### src/rtl/apc_queue.sv
// small command queue between the front and back parts
`default_nettype none

module apc_queue #(
   parameter int WIDTH = 8,
   parameter int DEPTH = 4
) (
   input  wire logic             clock,
   input  wire logic             reset,
   input  wire logic             push,
   input  wire logic [WIDTH-1:0] push_data,
   input  wire logic             pop,
   output logic      [WIDTH-1:0] pop_data,
   output logic                  full,
   output logic                  empty
);

   localparam int PW = (DEPTH > 1) ? $clog2(DEPTH) : 1;
   localparam int CW = $clog2(DEPTH + 1);

   logic [WIDTH-1:0] entry_ff [DEPTH];
   logic [PW-1:0]    wr_ptr_ff, wr_ptr_in;
   logic [PW-1:0]    rd_ptr_ff, rd_ptr_in;
   logic [CW-1:0]    count_ff, count_in;

   assign full     = (count_ff == CW'(DEPTH));
   assign empty    = (count_ff == '0);
   assign pop_data = entry_ff[rd_ptr_ff];

   always_comb begin
      wr_ptr_in = wr_ptr_ff;
      rd_ptr_in = rd_ptr_ff;
      count_in  = count_ff;
      if (push) begin
         wr_ptr_in = (wr_ptr_ff == PW'(DEPTH - 1)) ? '0 : wr_ptr_ff + 1'b1;
      end
      if (pop) begin
         rd_ptr_in = (rd_ptr_ff == PW'(DEPTH - 1)) ? '0 : rd_ptr_ff + 1'b1;
      end
      if (push && !pop) begin
         count_in = count_ff + 1'b1;
      end else if (pop && !push) begin
         count_in = count_ff - 1'b1;
      end
   end

   always_ff @(posedge clock) begin
      if (reset) begin
         wr_ptr_ff <= '0;
         rd_ptr_ff <= '0;
         count_ff  <= '0;
      end else begin
         wr_ptr_ff <= wr_ptr_in;
         rd_ptr_ff <= rd_ptr_in;
         count_ff  <= count_in;
      end
   end

   always_ff @(posedge clock) begin
      if (push) begin
         entry_ff[wr_ptr_ff] <= push_data;
      end
   end

endmodule

`default_nettype wire

### config.mk
export PLATFORM = sky130hd
export DESIGN_NAME = apc_queue
export DESIGN_NICKNAME = d
export VERILOG_FILES = /design/src/rtl/apc_queue.sv
export SDC_FILE = /design/constraint.sdc
export NUM_CORES = 1
export LEC_CHECK = 0
export ABC_AREA = 1
export BUFFER_PORTS_ARGS = -buffer_cell sky130_fd_sc_hd__buf_2
export CAP_MARGIN = 20
export CORE_MARGIN = 10
export CORE_UTILIZATION = 32
export CTS_CLUSTER_SIZE = 28
export DETAILED_ROUTE_END_ITERATION = 10
export SLEW_MARGIN = 25
export SYNTH_ARGS = -nofsm -noshare
export SYNTH_HDL_FRONTEND = slang
export SYNTH_SLANG_ARGS = --single-unit
### constraint.sdc
create_clock -name clock -period 1.63 [get_ports clock]
set_input_delay 0.0815 -clock clock [delete_from_list [all_inputs] [get_ports clock]]
set_output_delay 0.0815 -clock clock [all_outputs]
set_load 0.01 [all_outputs]
# [After elaboration in Yosys (flattened, before gate mapping)]
# Memory sizes are Yosys's and may differ from the RTL's. A register that Yosys moved wholly into a read port is not among the register bits.
# Index checks and enable logic that the tools add are counted.
[word_totals] ram_bits=32 mem_count=1 register_bits=7 out_inout_bits=10 inputBits=12 elab_cells=25
[mem_list] memory="entry_ff" words=4 width=8 read_ports=1 rd_clocked_by_memory_dff=1 wr=1 line="21" text="logic [WIDTH-1:0] entry_ff [DEPTH];"
[classes] n_reduce_logical=6 eq_ne=3 n_addsub=4 n_mux=8
[op_table] operator="$mux W2" n=4
[op_table] operator="$mux W3" n=2
[op_table] operator="$add A2 B1 Y2 const B" n=2
[op_table] operator="$eq A2 B2 Y1 const B" n=2
[op_table] operator="$add A3 B1 Y3 const B" n=1
[op_table] operator="$eq A3 B3 Y1 const B" n=1
[op_table] operator="$logic_not A3 Y1" n=1
[op_table] operator="$sub A3 B1 Y3 const B" n=1
[op_table] operator="$logic_and A1 B1 Y1" n=2
[op_table] operator="$logic_not A1 Y1" n=2
[op_table] operator="$mux W1" n=2
[op_table] operator="$reduce_bool A2 Y1" n=1

# [Logic depth before layout (Yosys ltp)]
[depth] ltp_word=4 mapped_depth=10 mapped_depth_nobuf=10

# [Least setup slack after synthesis]
# No wires, ideal clock.
[synth_timing] kind="reg-to-reg" from="register count_ff[0]" to="register count_ff[2]" synth_period_minus_slack_ns=1.148 arrival_ns=1.039 path_slack_ns=0.482 path_buffers=0 path_stages_with_launch=8 required_ns=1.520 cell_sequence="dfxtp_1 -> fa_1 -> inv_1 -> nand2_1 -> nand3_1 -> nand2_1 -> inv_1 -> nor2_1"
[synth_between] elab_chain_cells=3
[synth_lines] element="from (decl)" line="24" text="logic [CW-1:0] count_ff, count_in;"
[synth_lines] element="from (signal assigned)" line="55" text="count_ff <= count_in;"
[synth_lines] element="$sub A3 B1 Y3" line="43" text="count_in = count_ff - 1'b1;"
[synth_lines] element="$mux W3" line="42" text="end else if (pop && !push) begin"
[synth_lines] element="$mux W3 (*)" line="40" text="if (push && !pop) begin"
# Mark *: on every way between the ends. The rest lies on a longest branch, timed or not. The select of a mux whose other input is x is not followed.
# A chain may end at the register's enable or synchronous reset.

==> impl_metrics.json <==
{
  "ctsRootBufferMaster": "clkbuf_8",
  "fmaxAchievable_mhz": 672,
  "core_occupancy_in_the_finished_layout_pct": 38.6,
  "drt-initial-drc-count": 63,
  "postSynthRegisterBits": 41,
  "routabilityCongestion": 0.690,
  "antenna_violations_before_repair": 0,
  "floorplan.die.height_um": 91.8,
  "power_density_over_the_cells_nw_per_um2": 1090,
  "cap_viol_max_count": 0,
  "cp-endpoint": "pop_data[1]",
  "synth.largest_area_cell": "edfxtp_1",
  "max_slew_violation_total_from_the_final_report": 0,
  "synth_top_cells_by_count": "edfxtp_1, nor2_1, inv_1, o21ai_0, dfxtp_1",
  "syn-num-nets": 154,
  "synthesis.yosys.warnings": 0,
  "finalHoldViolCount": 0,
  "routed-via-count": 1050,
  "clock-sinks": 41,
  "dr_vias_cell": 4.45,
  "worst-slew-pin-transition_ns": 0.389,
  "vdd_drop_max_uv": 368,
  "hold-worst-slack_ns": 0.00749,
  "critical_path_arrival_ns": 1.41,
  "r2r_slack_ns": 0.37,
  "grt_first_pass_wirelength_mm": 5.09,
  "tritoncts": "yes",
  "synth-async-reset-ratio_pct": 0,
  "netlist.area_leader.share_pct": 58.2,
  "design.die.area_um2": 8430,
  "worstReg2RegStart": "wr_ptr_ff[0]",
  "post-route-worst-setup-slack_ns": 0.141,
  "clock_latency_on_the_worst_skew_pair_ns": 0.29,
  "ys_types": 19,
  "track_usage_pct": 7.72,
  "cts_inserted_buffers": 5,
  "io_buffers": 21,
  "critical_path_peak_fanout": 9,
  "post-route-min-period_ns": 1.49,
  "synth.yosys.seq_area_share_pct": 69.1,
  "io-pin-count": 22,
  "outcome": "complete, no violations",
  "vias_in_the_first_global_route": 1073,
  "globalRouteOverflowTotal": 0,
  "finalSetupViolations": 0,
  "antennaDiodeCount": 0,
  "remaining_drc_errors": 0,
  "p_leak_uw": 0.000773,
  "numPlacedInstances": 225,
  "place.detailed.hpwl_mm": 2.18,
  "std_cell_rows": 26,
  "clk_transition_reported_paths_ns": 0.08,
  "clk_path_buf_depth": 2,
  "die_width_um": 91.8,
  "final.fill_count": 483,
  "timing.critical_path.required_ns": 1.55,
  "postSynthAreaPerCell_um2": 12.2,
  "ff2ff_path_depth": 3,
  "core_region_um2": 5040,
  "library_cell_with_the_highest_instance_count_after_synthesis": "edfxtp_1",
  "instances_no_fill": 236,
  "grt_start_max_net_pins": 17,
  "layout-drive-gt1-share_pct": 22.3,
  "worst_flop_to_flop_path_endpoint": "entry_ff[3][4]",
  "ant_nets": 0,
  "holdCritPathClass": "primary input to flip-flop",
  "ys_top_cells_by_area": "edfxtp_1, dfxtp_1, nor2_1, ha_1, o21ai_0",
  "critical_path.endpoint_type": "output pin",
  "pre_cts_slack_ns": 0.303,
  "first_pass_iters": 4,
  "cts-htree-levels": 2,
  "setup_tns_ns": 0,
  "wl_per_cell_um": 13.4,
  "effective_utilization_at_floorplan_pct": 32.8,
  "ys.flop_type": "edfxtp_1",
  "cp-start-kind": "flip-flop",
  "totalWireLength_mm": 3.16,
  "rsz0062_at_grt": "no",
  "syn_inst": 135,
  "final.setup_skew_ns": 0.00440,
  "path_class": "flip-flop to output pin",
  "relSlewSlack_pct": 74.1,
  "synthesis.area_um2": 1650,
  "design.final.nets": 184,
  "synth-edff-count": 32,
  "flow.area_growth_from_synthesis_pct": 18.0,
  "final_worst_path_period_share_pct": 91.3
}
[registers in the layout, indices dropped and copies added (netlist names), named ones only]
signal / cells
count_ff: 3
entry_ff: 32
rd_ptr_ff: 2
wr_ptr_ff: 2
[repair_timing]
item,4_1_cts,5_1_grt
buffers inserted,0,0
hold buffers,2,1
endpoints found under the hold margin,5,4
setup endpoints to repair,0,8
gates resized for setup,0,2
[report_power, final]
part	internal [µW]	leakage, µW	switching [µW]
logic	104	0.000360	161
clock network	295	0.0000439	335
registers	1190	0.000369	37.2
[cell type report]
type / count / area [µm²] / area share [%]
Tap cell: 70 / 87.6 / 4.50
Clock inverter: 3 / 17.5 / 0.899
Clock buffer: 5 / 68.8 / 3.53
Sequential cell: 41 / 1140 / 58.7
Timing Repair Buffer: 25 / 143 / 7.32
Multi-Input combinational cell: 76 / 428 / 22.0
Inverter: 16 / 60.1 / 3.08
[kinds of logic (layout without fill, tap and decap cells)]
family	Yosys count	count (layout)	synth area share, %
and+or+nand+nor	38	38	9.47
xor gates and xnor gates	1	1	0.530
buffers and inverters	18	49	5.00
adders and majority gates	7	7	5.76
AOI/OAI and AO/OA	30	30	10.2
DFF	41	41	69.1
[stage by stage]
stage / total power, µW / instance area (µm²)
2_1_floorplan: 1400 / 1650
3_3_place_gp: 1510 / 1830
3_5_place_dp: 1510 / 1830
4_1_cts: 2140 / 1940
5_1_grt: 2220 / 1950
6_report: 2120 / 1950
[worst min-delay path by stage]
stage                      start             end  slack, ns  cells past startpoint
finish              push_data[0]  entry_ff[3][0]      0.007                      1
floorplan                  reset     count_ff[0]       0.15                      1
detailed placement  push_data[4]  entry_ff[1][4]       0.30                      1
CTS                 push_data[7]  entry_ff[2][7]      0.002                      1
global placement    push_data[4]  entry_ff[0][4]       0.30                      1
global route        push_data[0]  entry_ff[3][0]     0.0004                      1
[worst max-delay path: stages (launching register included)]
cell and delay [ns]:
dfxtp_2 0.38, inv_1 0.27, o21ai_0 0.15, o22ai_1 0.15, buf_2 0.16
[layout by cell type (no fill, tap or decap)]
master and instances:
nor3_1 4, o21ai_0 15, buf_4 1, clkinv_2 2
buf_2 21, inv_1 15, a21oi_1 3, o22ai_1 8
inv_2 1, xor2_1 1, ha_1 6, nor2_1 22
o21ai_1 2, nand3_1 1, nand2_1 8, dfxtp_2 2
nand4_1 1, nor2_2 2, dlygate4sd3_1 3, clkinvlp_4 1
edfxtp_1 32, fa_1 1, clkbuf_8 5, o21ai_2 2
dfxtp_1 7
[metal layers]
layer  up-vias  global-route usage [%]  routed length, µm
met1       495                    8.74               1460
met5         -                       0                  0
met2        26                    12.2               1480
li1        527                       -                  -
met3         2                    3.50                210
met4         0                    3.47                 13
Note: power is estimated with default switching activity, not from simulation.
