`src/rtl/apc_pkg.sv`:
```
// shared types and constants of the pileup counter
`default_nettype none

package apc_pkg;

   // request opcodes
   localparam logic [2:0] OP_LOAD   = 3'd0;
   localparam logic [2:0] OP_START  = 3'd1;
   localparam logic [2:0] OP_M      = 3'd2;
   localparam logic [2:0] OP_EQUAL  = 3'd3;
   localparam logic [2:0] OP_X      = 3'd4;
   localparam logic [2:0] OP_INSERT = 3'd5;
   localparam logic [2:0] OP_DELETE = 3'd6;
   localparam logic [2:0] OP_READ   = 3'd7;

   localparam int FIELD_BITS  = 16;
   localparam int CURSOR_BITS = 17;
   localparam logic [CURSOR_BITS-1:0] CURSOR_MAX = '1;
   localparam int NUM_SLOTS   = 8;
   localparam int QUEUE_DEPTH = 4;

   // counter slots within one table row
   localparam logic [2:0] SLOT_MATCH  = 3'd0;
   localparam logic [2:0] SLOT_MIS_A  = 3'd1;
   localparam logic [2:0] SLOT_DEL    = 3'd5;
   localparam logic [2:0] SLOT_INS    = 3'd6;
   localparam logic [2:0] SLOT_INSLEN = 3'd7;

   typedef enum logic [2:0] {
      CMD_LOAD,
      CMD_READ,
      CMD_MCMP,
      CMD_MATCH,
      CMD_MIS,
      CMD_DEL,
      CMD_INS
   } cmd_kind_type;

   typedef struct packed {
      cmd_kind_type            kind;
      logic [1:0]              code;
      logic                    in_range;
      logic [FIELD_BITS-1:0]   ins_length;
   } cmd_type;

endpackage

`default_nettype wire

```
`src/rtl/apc_front.sv`:
```
// front part: accepts requests, tracks the cursor and classifies events
`default_nettype none

module apc_front #(
   parameter int REF_DEPTH = 65536
) (
   input  wire logic                                clock,
   input  wire logic                                reset,
   input  wire logic                                req_valid,
   output logic                                     req_ready,
   input  wire logic [2:0]                          req_op,
   input  wire logic [15:0]                         req_position,
   input  wire logic [3:0]                          req_base,
   input  wire logic [15:0]                         req_ins_length,
   input  wire logic                                req_secondary,
   input  wire logic                                clear_busy,
   input  wire logic                                queue_full,
   output logic                                     push,
   output apc_pkg::cmd_type                         push_cmd,
   output logic [((REF_DEPTH > 1) ? $clog2(REF_DEPTH) : 1)-1:0] push_addr
);

   localparam int AW = (REF_DEPTH > 1) ? $clog2(REF_DEPTH) : 1;

   logic [apc_pkg::CURSOR_BITS-1:0] cursor_ff, cursor_in;
   logic                            skip_ff, skip_in;
   logic                            accept;
   logic                            advance;
   logic                            base_ok;
   logic [1:0]                      base_code;
   logic                            cur_in_range;
   logic                            pos_in_range;

   assign req_ready    = !clear_busy && !queue_full;
   assign accept       = req_valid && req_ready;
   assign base_ok      = $onehot(req_base);
   assign base_code    = {req_base[3] | req_base[2], req_base[3] | req_base[1]};
   assign cur_in_range = (32'(cursor_ff) < 32'(REF_DEPTH));
   assign pos_in_range = (32'(req_position) < 32'(REF_DEPTH));

   always_comb begin
      cursor_in           = cursor_ff;
      skip_in             = skip_ff;
      advance             = 1'b0;
      push                = 1'b0;
      push_cmd.kind       = apc_pkg::CMD_READ;
      push_cmd.code       = base_code;
      push_cmd.in_range   = pos_in_range;
      push_cmd.ins_length = req_ins_length;
      push_addr           = AW'(req_position);
      if (accept) begin
         unique case (req_op)
            apc_pkg::OP_LOAD: begin
               push          = pos_in_range;
               push_cmd.kind = apc_pkg::CMD_LOAD;
               push_cmd.code = req_base[1:0];
            end
            apc_pkg::OP_START: begin
               cursor_in = apc_pkg::CURSOR_BITS'(req_position);
               skip_in   = req_secondary;
            end
            apc_pkg::OP_READ: begin
               push          = 1'b1;
               push_cmd.kind = apc_pkg::CMD_READ;
            end
            apc_pkg::OP_M: begin
               advance       = !skip_ff;
               push          = !skip_ff && base_ok && cur_in_range;
               push_cmd.kind = apc_pkg::CMD_MCMP;
               push_addr     = AW'(cursor_ff);
            end
            apc_pkg::OP_EQUAL: begin
               advance       = !skip_ff;
               push          = !skip_ff && cur_in_range;
               push_cmd.kind = apc_pkg::CMD_MATCH;
               push_addr     = AW'(cursor_ff);
            end
            apc_pkg::OP_X: begin
               advance       = !skip_ff;
               push          = !skip_ff && base_ok && cur_in_range;
               push_cmd.kind = apc_pkg::CMD_MIS;
               push_addr     = AW'(cursor_ff);
            end
            apc_pkg::OP_INSERT: begin
               push          = !skip_ff && cur_in_range;
               push_cmd.kind = apc_pkg::CMD_INS;
               push_addr     = AW'(cursor_ff);
            end
            apc_pkg::OP_DELETE: begin
               advance       = !skip_ff;
               push          = !skip_ff && cur_in_range;
               push_cmd.kind = apc_pkg::CMD_DEL;
               push_addr     = AW'(cursor_ff);
            end
         endcase
      end
      // cursor sticks at its top value
      if (advance && (cursor_ff != apc_pkg::CURSOR_MAX)) begin
         cursor_in = cursor_ff + 1'b1;
      end
   end

   always_ff @(posedge clock) begin
      if (reset) begin
         cursor_ff <= '0;
         skip_ff   <= 1'b1;
      end else begin
         cursor_ff <= cursor_in;
         skip_ff   <= skip_in;
      end
   end

endmodule

`default_nettype wire

```
`config.mk`:
```
export PLATFORM = sky130hd
export DESIGN_NAME = apc_front
export DESIGN_NICKNAME = d
export VERILOG_FILES = /design/src/rtl/apc_pkg.sv /design/src/rtl/apc_front.sv
export SDC_FILE = /design/constraint.sdc
export NUM_CORES = 1
export LEC_CHECK = 0
export BUFFER_PORTS_ARGS = -buffer_cell sky130_fd_sc_hd__buf_2
export CORE_ASPECT_RATIO = 1.4
export CORE_MARGIN = 2
export CORE_UTILIZATION = 42
export DETAILED_ROUTE_END_ITERATION = 8
export HOLD_SLACK_MARGIN = 0.06
export PLACE_DENSITY = 0.85
export SLEW_MARGIN = 20
export SYNTH_ARGS = -nofsm -noshare
export SYNTH_HDL_FRONTEND = slang
export SYNTH_SLANG_ARGS = --single-unit
```
`constraint.sdc`:
```
create_clock -name clock -period 5.05 [get_ports clock]
set_input_delay 0.2525 -clock clock [delete_from_list [all_inputs] [get_ports clock]]
set_output_delay 0.2525 -clock clock [all_outputs]
set_load 0.005 [all_outputs]
```
# Word level (Yosys, flattened, before mapping)
# Cells that the tools add are included.
# word_totals
register_bits,18
latchBits,0
ram_bits,0
romBits,0
elab_cells,49
memories,0
# op_classes
add_sub_neg,4
n_mul,0
div,0
order_cmp,1
eq_ne,9
n_shift,0
mux,12
n_bitwise,2
n_reduce_logical,19
# ops
op,n
two-way mux 17 bit,3
two-way mux 16 bit,2
case mux 3 bit (6 select lines),1
"adder 17 x 1 -> 17 bit, second input constant",1
"less-than comparator 17 bit, second input constant",1
"!= test 17 bit, second input constant",1
"== test 3 bit, second input constant",4
"== test 3 x 1 -> 1 bit, second input constant",2
"== test 3 x 2 -> 1 bit, second input constant",2
logical AND 1 bit,6
two-way mux 5 bit,1
OR reduction 5 bit,1
adder 1 x 1 -> 2 bit,2
AND reduction 2 bit,2
nonzero test 2 bit,2
OR reduction 2 bit,2
OR reduction 4 bit,1
adder 2 x 2 -> 3 bit,1
logical NOT 1 bit,3
logical NOT 3 bit,1
two-way mux 1 bit,3
case mux 1 bit (3 select lines),1
OR reduction 3 bit,1
two-way mux 2 bit,1
OR 1 bit,2

# Longest topological paths before layout
# Gate-level depths: netlist of the first run.
# depth
depth_word,7
ltp_mapped,10
ltp_nobuf,10

# Worst setup path after synthesis of the first run
# OpenSTA, ideal clock, no wires.
# synth_timing
path_kind,flip-flop to flip-flop
startpoint,register cursor_ff[0] (netlist name)
endpoint,register cursor_ff[10] (netlist name)
arrival_time_ns,2.006
path_slack_ns,2.917
path_stages_with_launch,10
period_less_slack_ns,2.133
path_cell_list,dfxtp_1 > ha_1 > and3_2 > and4_1 > ha_1 > nor2_1 > o211ai_1 > o311ai_1 > o311a_1 > nor2_1
# synth_via
elab_chain_cells,4
elab_cells_between_ends,7
classes_between,add/sub: 1; eq/ne: 1; mux: 1; reduce/logical: 4
# synth_lines
item,line_no,text
"start, declared",apc_front.sv:25,"logic [apc_pkg::CURSOR_BITS-1:0] cursor_ff, cursor_in;"
"start signal, assigned",apc_front.sv:108,cursor_ff <= cursor_in;
branches (longest 4 deep; another with adder 17 x 1 -> 17 bit),--,
# Several ways; the timed one is not identified.
# A chain may end at the register's enable or synchronous reset.

# Worst setup path in the final report of the first run
# Same ends and word-level chain as after synthesis.

==> flow_metrics.env, run 1 <==
export IMPL_netlist_area_leader_share_pct=22.41
export IMPL_syn_area_per_cell_um2=7.999
export IMPL_grt_max_degree=22
export IMPL_core_area_mm2=0.003676
export IMPL_vias=1514
export IMPL_die_width_um=56.29
export IMPL_clockPowerShare_pct=33.4
export IMPL_grt_pass1_wl_um=5616
export IMPL_yosys_area_top_type="dfxtp_1"
export IMPL_final_core_util_pct=48.20
export IMPL_min_path_type="input port to register"
export IMPL_grt_pass1_vias=1301
export IMPL_cp_required_ns=5.18
export IMPL_r2r_end="cursor_ff[10]"
export IMPL_combPwrFrac_pct=19.2
export IMPL_status="complete, no violations"
export IMPL_num_antenna_cells=0
export IMPL_whs_ns=0.2090
export IMPL_critPathKind="register to register"
export IMPL_path_clk_slew_ns=0.07
export IMPL_power_internal_uw=226.1
export IMPL_start_kind="register"
export IMPL_htreeDepth=1
export IMPL_port_buffers=51
export IMPL_cts_sinks=18
export IMPL_worstMarginPinSlew_ns=0.8473
export IMPL_synth_area_leaders="dfxtp_1 (22%), mux2_2 (11%), buf_4 (8.9%)"
export IMPL_irDropWorstVdd_mv=0.09273
export IMPL_hold_depth=3
export IMPL_p_per_area_mw_per_mm2=171.6
export IMPL_fin_skew_ns=0.001482
export IMPL_min_period_ns=2.379
export IMPL_die_area_mm2=0.004346
export IMPL_synth_seq_cells=18
export IMPL_fmax_mhz=420.3
export IMPL_drt_iter0_drc=43
export IMPL_drcViolationCount=0
export IMPL_syn_nets=251
export IMPL_worst_r2r_setup_slack_ns=2.67
export IMPL_hp_start="req_secondary"
export IMPL_vias_per_cell=5.607
export IMPL_synthCells=201
export IMPL_cts_buffers_inserted=3
export IMPL_drtPass1Iterations=4
export IMPL_start_util_pct=43.74
export IMPL_cpLargestDelayFamily="compound AO/OA/AOI/OAI gates"
export IMPL_maxCapViolations=0
export IMPL_drt_total_wl_um=3482
export IMPL_swShare_pct=25.63
export IMPL_reg2regPathDepth=9
export IMPL_rsz0062_at_grt="false"
export IMPL_cp_max_fo=7
export IMPL_synthFlopType="dfxtp_1"
export IMPL_finalHoldViolations=0
export IMPL_cts_setup_buffers=0
export IMPL_setup_violations=0
export IMPL_syn_to_final_growth_pct=10.19
export IMPL_drive_gt1_share_pct=35.09
export IMPL_synth_top_cells_by_count="nand2_1 (22), buf_4 (19), dfxtp_1 (18)"
export IMPL_setup_tns_ns=0
export IMPL_path_buf_inv=0
export IMPL_timing_final_crit_share_pct=47.12
export IMPL_final_antenna_net_count=0
export IMPL_dp_hpwl_um=2594
export IMPL_num_rows=26
export IMPL_clock_latency_ns=0.25
export IMPL_cts_tree="yes"
export IMPL_cts_max_path_buffers=2
export IMPL_grtUsageTotal_pct=15.38
export IMPL_power_leakage_nw=0.7527
export IMPL_r2r_start="cursor_ff[0]"
export IMPL_cp_slowest_stage_delay_ns=0.35
export IMPL_p_seq_share_pct=47.4
export IMPL_p_sw_uw=77.93
export IMPL_root_buffer="clkbuf_8"
export IMPL_drv_slew=0
export IMPL_design_area_mm2=0.001772
export IMPL_hold_end="skip_ff"
export IMPL_final_nets=280
export IMPL_overflow=0
export IMPL_ys_warnings_count=0
export IMPL_cp_end_kind="register"
export IMPL_io_pins=85
export IMPL_async_flop_share_pct=0
export IMPL_wl_per_cell_um=12.90
export IMPL_ys_types=52
export IMPL_synth_edff_count=0
export IMPL_path_cells="ha_1 -> and3_2 -> and4_1 -> ha_1 -> nor2_1 -> o211ai_1 -> o311ai_1 -> o311a_1 -> nor2_1"
export IMPL_grt_antenna_before_repair=0
export IMPL_gp_congestion=0.7975
export IMPL_arrival_ns=2.51
export IMPL_cts_hold_buf=0
export IMPL_die_y_um=77.21
export IMPL_cts_resized=0
export IMPL_postPlaceCellArea_mm2=0.001730
export IMPL_ys_seq_area_share_pct=22.41
export IMPL_synth_area_mm2=0.001608
export IMPL_relSlewSlack_pct=43.51
export IMPL_crit_slowest_cell="o311ai_1"
export IMPL_yosysMostFrequentCell="nand2_1"
## worst reg2reg max path, stage by stage (launching register included)
cell and delay [ns]:
dfxtp_1 0.34, ha_1 0.27, and3_2 0.26, and4_1 0.20
ha_1 0.17, nor2_1 0.16, o211ai_1 0.27, o311ai_1 0.35
o311a_1 0.20, nor2_1 0.04
## metrics by stage
step                total power [mW]  instances  setup WS [ns]
global placement              0.2045        267          2.800
finish                        0.3040        270          2.671
global route                  0.3164        270          2.529
floorplan                     0.1913        201          2.917
detailed placement            0.2057        267          2.707
CTS                           0.3041        270          2.697
## flip-flops by register name, summed over array words and instances, names as in the netlist
register / flops
cursor_ff: 17
skip_ff: 1
## placed cells by master (no fill, tap or decap), types with 2 or more instances in the layout
cell type | netlist | routed
a31oi_1 | 10 | 10
nand3b_1 | 2 | 2
and4_1 | 2 | 2
a221oi_1 | 2 | 2
o211ai_1 | 6 | 6
a32oi_1 | 3 | 3
mux2_2 | 16 | 16
o21ai_0 | 6 | 6
or2_0 | 3 | 3
nand2_1 | 22 | 22
or3_1 | 4 | 4
buf_2 | 4 | 51
inv_1 | 8 | 8
nor2_1 | 13 | 13
a21oi_1 | 10 | 10
nor2b_1 | 2 | 2
nand3_1 | 11 | 11
clkbuf_8 | 0 | 3
and3_1 | 4 | 4
dfxtp_1 | 18 | 18
ha_1 | 4 | 4
## routing by layer
metal	global-route usage [%]	up-vias	part of all wire [%]
met2	27.06	41	49
met4	7.143	0	1.6
li1	-	773	-
met5	0	-	0
met1	17.80	695	44
met3	2.530	5	4.9
## power by group through the flow
stage | registers [mW] | clock network (mW) | logic (mW)
3_5_place_dp | 0.147 | 0 | 0.0583
5_1_grt | 0.144 | 0.107 | 0.0654
6_report | 0.144 | 0.102 | 0.0583
4_1_cts | 0.144 | 0.101 | 0.0587
3_3_place_gp | 0.147 | 0 | 0.0572
2_1_floorplan | 0.147 | 0 | 0.0442
## worst max path at each step
stage	from	end	slack, ns	cells after the start
6_report	cursor_ff[0]	cursor_ff[10]	2.67	9
3_3_place_gp	cursor_ff[0]	cursor_ff[10]	2.80	9
5_1_grt	cursor_ff[0]	cursor_ff[10]	2.53	9
2_1_floorplan	cursor_ff[0]	cursor_ff[10]	2.92	9
3_5_place_dp	cursor_ff[0]	cursor_ff[5]	2.71	9
4_1_cts	cursor_ff[0]	cursor_ff[10]	2.70	9
## cell type report
type,instances,area [µm²]
inverters,8,30.03
multi-input cells,148,1032
flip-flops and latches,18,360.3
well taps,42,52.55
clock buffers,3,41.29
repair buffers,51,255.2
fillers,366,1904
## kinds of logic after synthesis
logic type / count (synthesis) / synth area share, %
compound gates: 48 / 20.62
fa+ha+maj: 6 / 4.981
buf+inv: 35 / 13.39
flops: 18 / 22.41
mux: 17 / 11.83
other cells: 1 / 0.2332
simple gates: 76 / 26.54
(Power assumes the default switching activity.)
==> run 2, diff against run 1 <==
--- a/config.mk
+++ b/config.mk
@@ -5,13 +5,14 @@
 export SDC_FILE = /design/constraint.sdc
 export NUM_CORES = 1
 export LEC_CHECK = 0
+export ABC_AREA = 1
 export BUFFER_PORTS_ARGS = -buffer_cell sky130_fd_sc_hd__buf_2
 export CORE_ASPECT_RATIO = 1.4
 export CORE_MARGIN = 2
 export CORE_UTILIZATION = 42
 export DETAILED_ROUTE_END_ITERATION = 8
 export HOLD_SLACK_MARGIN = 0.06
-export PLACE_DENSITY = 0.85
+export PLACE_DENSITY = 0.87
 export SLEW_MARGIN = 20
 export SYNTH_ARGS = -nofsm -noshare
 export SYNTH_HDL_FRONTEND = slang
==> constraint.sdc (replaced) <==
create_clock -name clock -period 2 [get_ports clock]
set_input_delay 0.1 -clock clock [delete_from_list [all_inputs] [get_ports clock]]
set_output_delay 0.1 -clock clock [all_outputs]
set_load 0.005 [all_outputs]
==> run 2 against run 1 <==
Net effect: the flow now finishes with violations (DRC, setup timing); synthesized cell count rose by 44%; hold slack worse by 0.084 ns; critical path depth increased by 8; global-route usage up 3.9 points; final area up 26%; die area up 9.0%; via count is 31% higher; non-clock buffer count rose by 23; core utilization is 7.7 points higher; combinational power grew to 2.8 times the previous value; largest power group unchanged.
==> flow_metrics.env, run 2 <==
export IMPL_violations="DRC, setup timing"
export IMPL_fmax_mhz=486.5
export IMPL_cp_required_ns=2.13
export IMPL_syn_area_per_cell_um2=6.096
export IMPL_cpLargestDelayFamily="simple AND/OR/NAND/NOR gates"
export IMPL_maxCapViolations=0
export IMPL_final_core_util_pct=55.93
export IMPL_whs_ns=0.1248
export IMPL_cp_common_cell="nand2_1"
export IMPL_start_kind="register"
export IMPL_ys_seq_area_share_pct=20.45
export IMPL_num_antenna_cells=0
export IMPL_post_place_ws_ns=-0.07821
export IMPL_setup_tns_ns=-0.2320
export IMPL_drtPass1Iterations=6
export IMPL_cp_slowest_stage_delay_ns=0.35
export IMPL_synth_edff_count=0
export IMPL_final_antenna_net_count=0
export IMPL_overflow=0
export IMPL_final_cell_mix="nand2_1 (64), buf_2 (51), inv_1 (36)"
export IMPL_top_register="cursor_ff"
export IMPL_grt_antenna_before_repair=0
export IMPL_grt_pass1_wl_um=7279
export IMPL_drt_total_wl_um=4753
export IMPL_drt_iter0_drc=95
export IMPL_drive_gt1_share_pct=34.60
export IMPL_port_buffers=51
export IMPL_setup_violations=9
export IMPL_timing_final_crit_share_pct=102.8
export IMPL_cts_max_path_buffers=2
export IMPL_cts_buffers_inserted=3
export IMPL_vias_per_cell=5.172
export IMPL_root_buffer="clkbuf_8"
export IMPL_finalPower_uw=786.5
export IMPL_setup_slack_ns=-0.05545
export IMPL_cp_end_kind="register"
export IMPL_synthAdderAreaFrac_pct=3.977
export IMPL_io_pins=85
export IMPL_rsz0062_at_grt="true"
export IMPL_ys_warnings_count=0
export IMPL_drcViolationCount=9
export IMPL_syn_nets=339
export IMPL_synth_compound_area_share_pct=20.10
export IMPL_cts_sinks=18
export IMPL_fin_skew_ns=0.004110
export IMPL_finalHoldViolations=0
export IMPL_synth_xor_area_share_pct=3.480
export IMPL_grtUsageTotal_pct=19.33
export IMPL_clock_latency_ns=0.26
export IMPL_async_flop_share_pct=0
export IMPL_vias=1986
export IMPL_gp_congestion=0.9143
export IMPL_wl_per_cell_um=12.38
export IMPL_status="finished, violations left"
export IMPL_grt_pass1_vias=1850
export IMPL_cp_max_fo=6
export IMPL_hold_depth=3
export IMPL_min_period_ns=2.055
export IMPL_p_per_area_mw_per_mm2=352.8
export IMPL_synth_simple_area_share_pct=31.53
export IMPL_reg2regPathDepth=17
export IMPL_synth_area_mm2=0.001762
export IMPL_synth_area_leaders="dfxtp_1 (20%), nand2_1 (14%), inv_1 (7.9%)"
export IMPL_crit_slowest_cell="dfxtp_2"
export IMPL_min_path_type="input port to register"
export IMPL_synth_top_family_by_area="simple AND/OR/NAND/NOR gates"
export IMPL_yosysMostFrequentCell="nand2_1"
export IMPL_irDropWorstVdd_mv=0.1851
export IMPL_ys_types=35
export IMPL_die_width_um=58.74
export IMPL_critPathKind="register to register"
export IMPL_power_leakage_nw=0.9905
export IMPL_syn_to_final_growth_pct=26.56
export IMPL_die_y_um=80.63
export IMPL_arrival_ns=2.19
export IMPL_critical_path_cell_count=17
export IMPL_start_util_pct=44.19
export IMPL_path_cells="ha_4 -> nand3_4 -> inv_2 -> nand2_2 -> nor2_1 -> nand2_1 -> nor3_2 -> ha_2 -> nor2_1 -> nand2_1 -> nor2_2 -> nand2_4 -> buf_6 -> buf_6 -> o21ai_1 -> nand2_1 -> a21oi_2"
export IMPL_final_nets=393
export IMPL_synth_top_cells_by_count="nand2_1 (67), inv_1 (37), o21ai_0 (25)"
export IMPL_top_regs="cursor_ff (17), skip_ff (1)"
export IMPL_drv_slew=0
export IMPL_synthFlopType="dfxtp_1"
export IMPL_dp_hpwl_um=3540
export IMPL_htreeDepth=1
export IMPL_path_clk_slew_ns=0.07
export IMPL_netlist_area_leader_share_pct=20.45
export IMPL_die_area_mm2=0.004736
export IMPL_fillCellCount=393
export IMPL_yosys_area_top_type="dfxtp_1"
export IMPL_num_rows=27
export IMPL_grt_max_degree=19
export IMPL_core_area_mm2=0.003986
export IMPL_synthMuxAreaShare_pct=0.6392
export IMPL_cts_tree="yes"
export IMPL_synth_seq_cells=18
export IMPL_path_buf_inv=3
export IMPL_mostFrequentLayoutCell="nand2_1"
export IMPL_largest_register_ff_count=17
export IMPL_synthCells=289
[run 2: cell count changes after synthesis, sizes merged, moves of 9 or more]
cell,previous run,this run
a31oi,10,1
nor2,14,25
a21oi,10,24
nand2,22,75
o21ai,8,36
inv,8,40
mux2,16,1
[run 2: cell families (layout without fill, tap and decap cells)]
logic type / count (synthesis) / after routing
fa+ha+maj: 5 / 5
other cells: 1 / 1
mux: 1 / 1
flops: 18 / 18
simple gates: 127 / 127
buf+inv: 67 / 119
compound gates: 63 / 63
xor+xnor: 7 / 7
[run 2: area by class of cell]
class / instances / area (µm²) / area share (%)
repair buffers: 74 / 450.4 / 20.20
multi-input cells: 204 / 1134 / 50.84
repair inverters: 1 / 16.27 / 0.7295
clock buffers: 3 / 41.29 / 1.852
flip-flops and latches: 18 / 362.8 / 16.27
inverters: 41 / 171.4 / 7.688
well taps: 43 / 53.80 / 2.413
[run 2: path summary, 6_finish.rpt]
check	startpoint	endpoint	slack (ns)
max	cursor_ff[0]	cursor_ff[15]	-0.06
min	req_position[2]	cursor_ff[2]	0.12
max reg2reg	cursor_ff[0]	cursor_ff[15]	-0.06
min reg2reg	skip_ff	skip_ff	0.49
[run 2: through the flow]
stage	area, µm²	instances
finish	2230	384
global placement	2044	375
floorplan	1774	289
global route	2230	384
CTS	2106	379
detailed placement	2044	375
[run 2: worst min-delay path: stages]
cell,delay (ns)
buf_2,0.10
nand2_1,0.06
a31oi_1,0.07
[run 2: what timing repair did]
| item | in CTS | in global routing |
|---|---|---|
| hold buffers | 1 | 0 |
| endpoints found under the setup margin | 17 | 18 |
| gates resized for setup | 3 | 29 |
| hold endpoints to repair | 1 | 0 |
| setup buffers | 0 | 4 |
| pin swaps | 0 | 4 |
| cloned | 0 | 1 |
[run 2: routing by layer]
layer / GRT usage [%] / part of all wire, % / wire, µm / up-vias
li1: - / - / - / 1009
met1: 20.39 / 39 / 1850 / 890
met2: 35.78 / 52 / 2463 / 73
met3: 1.771 / 6.4 / 304 / 14
met4: 11.36 / 2.9 / 136 / 0
met5: 0 / 0 / 0 / -
[run 2: where the power goes]
group / total [mW] / internal [mW] / switching [mW] / leakage (nW)
Combinational: 0.163 / 0.0749 / 0.0886 / 0.823
Sequential: 0.364 / 0.361 / 0.00262 / 0.146
Clock: 0.259 / 0.134 / 0.125 / 0.0216
==> run 3, diff against run 2 <==
--- a/config.mk
+++ b/config.mk
@@ -13,6 +13,7 @@
 export DETAILED_ROUTE_END_ITERATION = 8
 export HOLD_SLACK_MARGIN = 0.06
 export PLACE_DENSITY = 0.87
+export REMOVE_ABC_BUFFERS = 1
 export SLEW_MARGIN = 20
 export SYNTH_ARGS = -nofsm -noshare
 export SYNTH_HDL_FRONTEND = slang
==> run 3 against run 2 <==
Net effect: final area increased by 1.7%; critical path depth shrank 1; clock power increased by 23%; critical endpoint is now cursor_ff[14]; clock skew fell by 0.0015 ns; largest cell class unchanged; sequential power is essentially flat; hold slack gained 0.0082 ns; first-iteration DRC count is 13% higher; the flow still finishes with violations (DRC, setup timing); flip-flop and latch count did not move; via count up 6.0%; global-route usage is 3.0 points higher; final cell count rose by 1.8%; critical path type unchanged; combinational power barely moved.
==> flow_metrics.env, run 3 (same netlist as run 2, synthesis figures left out) <==
export IMPL_hold_depth=3
export IMPL_grtUsageTotal_pct=22.35
export IMPL_reg2regPathDepth=16
export IMPL_p_sw_uw=233.3
export IMPL_die_width_um=58.74
export IMPL_hold_end="cursor_ff[2]"
export IMPL_arrival_ns=2.26
export IMPL_die_area_mm2=0.004736
export IMPL_min_period_ns=2.062
export IMPL_overflow=0
export IMPL_p_seq_share_pct=43.0
export IMPL_num_rows=27
export IMPL_vias_per_cell=5.386
export IMPL_cts_max_path_buffers=2
export IMPL_largest_register_ff_count=17
export IMPL_maxCapViolations=0
export IMPL_cp_required_ns=2.20
export IMPL_layoutNonFillerInstCount=391
export IMPL_io_pins=85
export IMPL_gp_congestion=0.8570
export IMPL_final_antenna_net_count=0
export IMPL_num_antenna_cells=0
export IMPL_power_internal_uw=611.8
export IMPL_postPlaceCellArea_mm2=0.002042
export IMPL_grt_pass1_vias=2004
export IMPL_cts_sinks=18
export IMPL_met3_usage_pct=4.992
export IMPL_post_place_ws_ns=-0.08161
export IMPL_clock_latency_ns=0.26
export IMPL_syn_to_final_growth_pct=28.76
export IMPL_grt_max_degree=19
export IMPL_setup_violations=17
export IMPL_timing_final_crit_share_pct=103.1
export IMPL_setup_slack_ns=-0.06195
export IMPL_hp_start="req_position[2]"
export IMPL_power_leakage_nw=1.025
export IMPL_status="finished, violations left"
export IMPL_r2r_end="cursor_ff[14]"
export IMPL_drcViolationCount=5
export IMPL_core_area_mm2=0.003986
export IMPL_start_kind="register"
export IMPL_place_inst=378
export IMPL_fmax_mhz=485.0
export IMPL_drv_slew=0
export IMPL_start_util_pct=44.19
export IMPL_r2r_start="cursor_ff[1]"
export IMPL_top_regs="cursor_ff (17), skip_ff (1)"
export IMPL_drt_iter0_drc=107
export IMPL_finalHoldViolations=0
export IMPL_grt_antenna_before_repair=0
export IMPL_met1_usage_pct=24.03
export IMPL_vias=2106
export IMPL_swShare_pct=27.61
export IMPL_dp_hpwl_um=3844
export IMPL_worst_r2r_setup_slack_ns=-0.06
export IMPL_fillCellCount=359
export IMPL_drive_gt1_share_pct=35.34
export IMPL_cts_buffers_inserted=3
export IMPL_drtPass1Iterations=7
export IMPL_cts_tree="yes"
export IMPL_fin_skew_ns=0.002571
export IMPL_p_per_area_mw_per_mm2=372.5
export IMPL_cp_max_fo=8
export IMPL_combPwrFrac_pct=19.4
export IMPL_violations="DRC, setup timing"
export IMPL_setup_tns_ns=-0.5489
export IMPL_grt_pass1_wl_um=8286
export IMPL_grt_use_met2_pct=39.56
export IMPL_htreeDepth=1
export IMPL_rsz0062_at_grt="true"
export IMPL_top_register="cursor_ff"
export IMPL_final_cell_mix="nand2_1 (65), buf_2 (51), inv_1 (36), buf_4 (25), nor2_1 (19)"
export IMPL_clockPowerShare_pct=37.6
export IMPL_die_y_um=80.63
export IMPL_path_clk_slew_ns=0.08
export IMPL_drt_total_wl_um=5355
export IMPL_cp_end_kind="register"
export IMPL_port_buffers=51
export IMPL_busiest_layer="met2"
export IMPL_min_path_type="input port to register"
export IMPL_mostFrequentLayoutCell="nand2_1"
export IMPL_final_nets=399
export IMPL_irDropWorstVdd_mv=0.3237
export IMPL_wl_per_cell_um=13.70
export IMPL_finalPower_uw=845.1
export IMPL_critPathKind="register to register"
export IMPL_design_area_mm2=0.002268
export IMPL_root_buffer="clkbuf_8"
## run 3: changes by cell type in the layout (fill, tap and decap cells not counted), sizes merged
cell	previous run	this run
buf	73	79
clkinv	3	1
inv	39	41
clkbuf	3	4
## run 3: cell type report
class	count	area (µm²)	share of cell area, %
multi-input cells	204	1124	49.53
inverters	41	166.4	7.336
flip-flops and latches	18	362.8	16.00
repair buffers	80	495.5	21.84
clock buffers	4	55.05	2.427
repair inverters	1	11.26	0.4964
well taps	43	53.80	2.372
## run 3: worst max-delay path by stage
stage	cells past startpoint	start	slack, ns	endpoint
after floorplan	16	cursor_ff[0]	-0.05	cursor_ff[10]
after global placement	17	cursor_ff[0]	-0.03	cursor_ff[1]
after detailed placement	16	cursor_ff[0]	-0.08	cursor_ff[0]
after CTS	15	cursor_ff[7]	0.003	cursor_ff[0]
after global routing	16	cursor_ff[1]	-0.19	cursor_ff[15]
final	16	cursor_ff[1]	-0.06	cursor_ff[14]
## run 3: power groups by stage
stage	clock network [mW]	registers, mW	logic [mW]
after floorplan	0	0.373	0.0704
after global placement	0	0.372	0.150
after detailed placement	0	0.372	0.157
after CTS	0.314	0.364	0.161
after global routing	0.327	0.364	0.184
final	0.318	0.364	0.164
## run 3: worst max-delay path: stages (launching register included)
cell and delay (ns):
dfxtp_2 0.37, ha_4 0.15, nand3_4 0.09, inv_2 0.07, nand2_2 0.05, nor2_1 0.08, nand2_1 0.09, nor3_2 0.14
ha_2 0.19, nor2_1 0.04, nand2_1 0.07, nor2_2 0.05, nand2_4 0.15, nand2_4 0.12, inv_6 0.12, nand2_1 0.08
a21oi_2 0.14
## run 3: timing repair
item / in CTS / in global routing
endpoints found under the hold margin: 1 / 0
buffers inserted: 1 / 6
gates cloned: 1 / 0
pin swaps: 2 / 2
hold buffers: 1 / 0
setup endpoints to repair: 17 / 18
resized for setup: 17 / 17
## run 3: layer usage
metal,routed length (µm),up-vias
met5,0,-
met1,2030,955
li1,-,1028
met3,466,17
met4,172,0
met2,2687,106
## run 3: stage by stage
stage               hold slack [ns]  util, %
floorplan                    0.1624        -
global placement             0.2000    51.22
detailed placement           0.2000    51.22
CTS                          0.1355    54.46
global route                 0.1545    56.91
finish                       0.1330    56.91
